[src/rtl/hts_pkg.sv]
`timescale 1ns / 1ps
// Shared types and constants of the heightfield triangle sampler.
package hts_pkg;

   localparam int DIM_W         = 9;
   localparam int SUB_W         = 5;
   localparam int HEIGHT_W      = 24;
   localparam int COORD_W       = 16;
   localparam int SAMPLE_ADDR_W = 13;
   localparam int CSR_ADDR_W    = 4;
   localparam int CSR_DATA_W    = 32;

   localparam int STORE_DEPTH_DEFAULT = 8192;

   // Grid offset (x + 128*W) for an in-range point, its scaled form, and sample indexes.
   localparam int OFF_W  = 17;
   localparam int XH_W   = OFF_W + SUB_W;
   localparam int FRAC_W = 8;
   localparam int IDX_W  = XH_W - FRAC_W;
   localparam int LIN_W  = 2 * IDX_W;

   localparam logic OP_WRITE = 1'b0;
   localparam logic OP_QUERY = 1'b1;

   localparam logic [1:0] REG_CELLS_WIDE   = 2'd0;
   localparam logic [1:0] REG_CELLS_DEEP   = 2'd1;
   localparam logic [1:0] REG_SUBDIVISIONS = 2'd2;

   localparam logic [DIM_W-1:0] CELLS_WIDE_RESET   = 9'd70;
   localparam logic [DIM_W-1:0] CELLS_DEEP_RESET   = 9'd70;
   localparam logic [SUB_W-1:0] SUBDIVISIONS_RESET = 5'd1;

   localparam logic signed [HEIGHT_W-1:0] HEIGHT_MAX = 24'sh7FFFFF;
   localparam logic signed [HEIGHT_W-1:0] HEIGHT_MIN = 24'sh800000;

   typedef struct packed {
      logic                              opcode;
      logic [SAMPLE_ADDR_W-1:0]          sample_address;
      logic signed [HEIGHT_W-1:0]        sample_height;
      logic signed [COORD_W-1:0]         query_x;
      logic signed [COORD_W-1:0]         query_z;
   } req_payload_type;

   typedef struct packed {
      logic signed [HEIGHT_W-1:0]        height;
      logic                              out_of_range;
   } rsp_payload_type;

endpackage

[src/rtl/hts_addr_wrap.sv]
`timescale 1ns / 1ps
// Three-stage pipeline that reduces a linear sample index modulo the store depth.
module hts_addr_wrap #(
   parameter int DEPTH = hts_pkg::STORE_DEPTH_DEFAULT
) (
   input  logic                      clock,
   input  logic                      reset,
   input  logic                      in_valid,
   input  logic [hts_pkg::LIN_W-1:0] in_lin,
   output logic                      out_valid,
   output logic [$clog2(DEPTH)-1:0]  out_addr
);

   localparam int AW = $clog2(DEPTH);
   localparam int LW = hts_pkg::LIN_W;
   localparam int K  = LW + AW;
   localparam int RW = LW + 2;
   localparam int QW = LW - AW + 1;
   localparam int PW = LW + RW;
   // With K = LW + clog2(DEPTH) the rounded-up reciprocal gives an exact quotient.
   localparam longint unsigned RECIP = ((64'd1 << K) / DEPTH) + 64'd1;
   localparam logic [RW-1:0]   RECIP_V = RW'(RECIP);
   localparam logic [AW:0]     DEPTH_V = (AW + 1)'(DEPTH);

   logic [2:0]    valid_ff;
   logic [PW-1:0] prod_ff;
   logic [LW-1:0] lin1_ff;
   logic [LW-1:0] lin2_ff;
   logic [LW-1:0] qm_ff;
   logic [AW-1:0] rem_ff;
   logic [QW-1:0] quot;
   logic [LW-1:0] rem_full;

   assign quot     = prod_ff[K +: QW];
   assign rem_full = lin2_ff - qm_ff;

   always_ff @(posedge clock) begin
      if (reset) begin
         valid_ff <= '0;
      end else begin
         valid_ff <= {valid_ff[1:0], in_valid};
      end
   end

   always_ff @(posedge clock) begin
      prod_ff <= PW'(in_lin) * PW'(RECIP_V);
      lin1_ff <= in_lin;
      qm_ff   <= LW'(LW'(quot) * LW'(DEPTH_V));
      lin2_ff <= lin1_ff;
      rem_ff  <= rem_full[AW-1:0];
   end

   assign out_valid = valid_ff[2];
   assign out_addr  = rem_ff;

endmodule

[config.mk]
export PLATFORM = sky130hd
export DESIGN_NAME = hts_addr_wrap
export DESIGN_NICKNAME = d
export VERILOG_FILES = /design/src/rtl/hts_pkg.sv /design/src/rtl/hts_addr_wrap.sv
export SDC_FILE = /design/constraint.sdc
export NUM_CORES = 1
export LEC_CHECK = 0
export BUFFER_PORTS_ARGS = -buffer_cell sky130_fd_sc_hd__buf_2
export CORE_MARGIN = 2
export CORE_UTILIZATION = 41
export CTS_CLUSTER_SIZE = 24
export DETAILED_ROUTE_END_ITERATION = 6
export PLACE_DENSITY_LB_ADDON = 0.15
export SLEW_MARGIN = 20
export SYNTH_ARGS = -nofsm -noshare
export SYNTH_HDL_FRONTEND = slang
export SYNTH_SLANG_ARGS = --single-unit
[constraint.sdc]
create_clock -name clock -period 0.8 [get_ports clock]
set_input_delay 0.08 -clock clock [delete_from_list [all_inputs] [get_ports clock]]
set_output_delay 0.08 -clock clock [all_outputs]
set_load 0.1 [all_outputs]
==> metrics.csv <==
stage,metric,value,unit
outcome,status,"complete, but fails checks",
outcome,violations,setup timing,
yosys,syn-num-nets,76,
die,die_area,2480,µm²
sta,skew,3.42,ps
sta,setup_violations,14,
grt,busiest_layer,met2,
sta,final-max-slew-violation-count,0,
clock_tree,cts_sinks,42,
yosys,syn_inst,45,
layout,num-fill-cells,141,
sta,setup_slack,-136,ps
sta,layout_min_cycle_time,936,ps
sta,rsz0062_at_grt,true,
yosys,synth-seq-area-share,0.978,
power,max-vdd-ir-drop,1680,µV
grt,grt.met3_usage,0.0455,
clock_tree,cts_buffers,5,
placement,placed_area,1270,µm²
route,drt_first_pass_iters,3,
die,core_area,1960,µm²
die,die_w,49.8,µm
die,io_pins,45,
clock_tree,cts_tree,built,
worst_setup_path,worstPathRequired,720,ps
grt,grt_pass1_vias,484,
route,drc,0,
worst_setup_path,timing.rr.start,valid_ff[1],
route,antenna_left,0,
yosys,yosysWarnings,0,
layout,post-route-cell-area,1460,µm²
worst_setup_path,critPathMaxStageDelay,360,ps
route,first_iter_violations,5,
clock_tree,clk_pin_slew,110,ps
clock_tree,clock_latency,320,ps
worst_setup_path,timing.critical_path.buf_inv,1,
worst_setup_path,crit_path_start,valid_ff[2],
layout,n_antenna_cell,0,
layout,nets,127,
route,viasPerCell,3.88,
worst_setup_path,cp.arrival,860,ps
yosys,syn_area_per_cell,19.1,µm²
grt,grt_max_degree,13,
layout,drive_gt1_frac,0.521,
worst_hold_path,hold_class,reg2reg,
power,p_leak,0.644,nW
sta,hold_violations,0,
clock_tree,cts_root_buf,clkbuf_4,
power,powerDensity,2490,nW/µm²
die,rows,16,
layout,syn_to_final_growth,70.3,%
route,wl_per_cell,9.81,µm
grt,grt_pass1_wl,1950,µm
placement,io_buffers,29,
sta,finalCritPeriodShare,1.17,
clock_tree,cts.repair.resized,0,
placement,place_congestion,0.608,
layout,final_util,0.746,
yosys,ys_types,2,
route,routed_wl,1210,µm
grt,use_met1,0.0893,
yosys,synth_seq_cells,42,
grt,overflow,0,
grt,grt_util_met2,0.222,
worst_setup_path,endpoint_kind,output pin,
worst_setup_path,cp_max_fo,1,
worst_setup_path,crit_type,reg2out,
clock_tree,postCtsSetupRepairBufs,0,
worst_setup_path,crit_chain,buf_12,
clock_tree,htreeDepth,2,
route,vias,477,
grt,antenna_found_initial,0,
worst_setup_path,crit_family,flip-flops,
worst_setup_path,crit_path_top_delay_cell,dfxtp_2,
clock_tree,cts_buffer_depth,2,
sta,maxSlewHeadroom,0.928,
power,finalPower,3.65,mW
die,die_h,49.8,µm
yosys,synth_area,860,µm²
grt,grt_usage,0.115,
run,drv_cap,0,
worst_hold_path,hold_start,lin2_ff[2],
sta,worst_slew_pin_slew,108,ps
die,initial_core_util,0.438,
sta,setup-tns-final,-1810,ps
sta,timing.fmax,1070,MHz
worst_setup_path,startpoint_type,flip-flop,
-- synthesized netlist by cell type --
library cell,number,area (µm²)
dfxtp_1,42,841
nor2b_1,3,18.8
-- worst paths after layout --
kind                       to  slack (ps)  depth (start not counted)
hold / removal    out_addr[2]         330                          0
hold reg to reg   out_addr[2]         330                          0
setup / recovery    out_valid        -140                          1
setup reg to reg  valid_ff[2]         280                          1
-- repair_timing --
action                                  in CTS  in global routing
hold buffers                                15                  0
hold endpoints to repair                    16                  0
endpoints found under the setup margin      14                 14
-- layout make-up --
cell class	count	area [µm²]	share of cell area
multi-input cells	3	18.8	0.0128
clock inverters	2	10.0	0.00684
clock buffers	5	37.5	0.0256
flip-flops and latches	42	858	0.586
repair buffers	44	505	0.345
well taps	27	33.8	0.0231
-- metal layers --
| metal | vias up | routed length (µm) |
|---|---|---|
| li1 | 235 | - |
| met1 | 221 | 382 |
| met2 | 21 | 745 |
| met3 | 0 | 79 |
| met4 | 0 | 0 |
| met5 | - | 0 |
-- registers in the layout, summed over array words and instances (netlist names) --
signal / count
valid_ff: 3
out_addr: 13
lin1_ff: 13
lin2_ff: 13
-- placed cells by master, fill, tap and decap left out --
cell / instances
clkbuf_4: 5
buf_2: 15
nor2b_1: 3
clkinv_2: 2
dfxtp_1: 28
buf_12: 14
dfxtp_2: 14
dlygate4sd3_1: 15
-- per-stage QoR --
step	setup WS (ps)	hold WS, ps	cells
after floorplan	94.2	108	45
after global placement	232	182	101
after detailed placement	217	184	101
after CTS	-165	334	123
after global routing	-185	338	123
final	-136	332	123
-- logic make-up after synthesis --
group / count (synthesis) / synth area share
flops: 42 / 0.978
simple gates: 3 / 0.0218
-- power by group --
group,switching (mW),internal (mW)
Combinational,0.298,0.211
Sequential,0.0435,2.21
Clock,0.573,0.316
No activity file was read; power rests on OpenSTA's default activity.
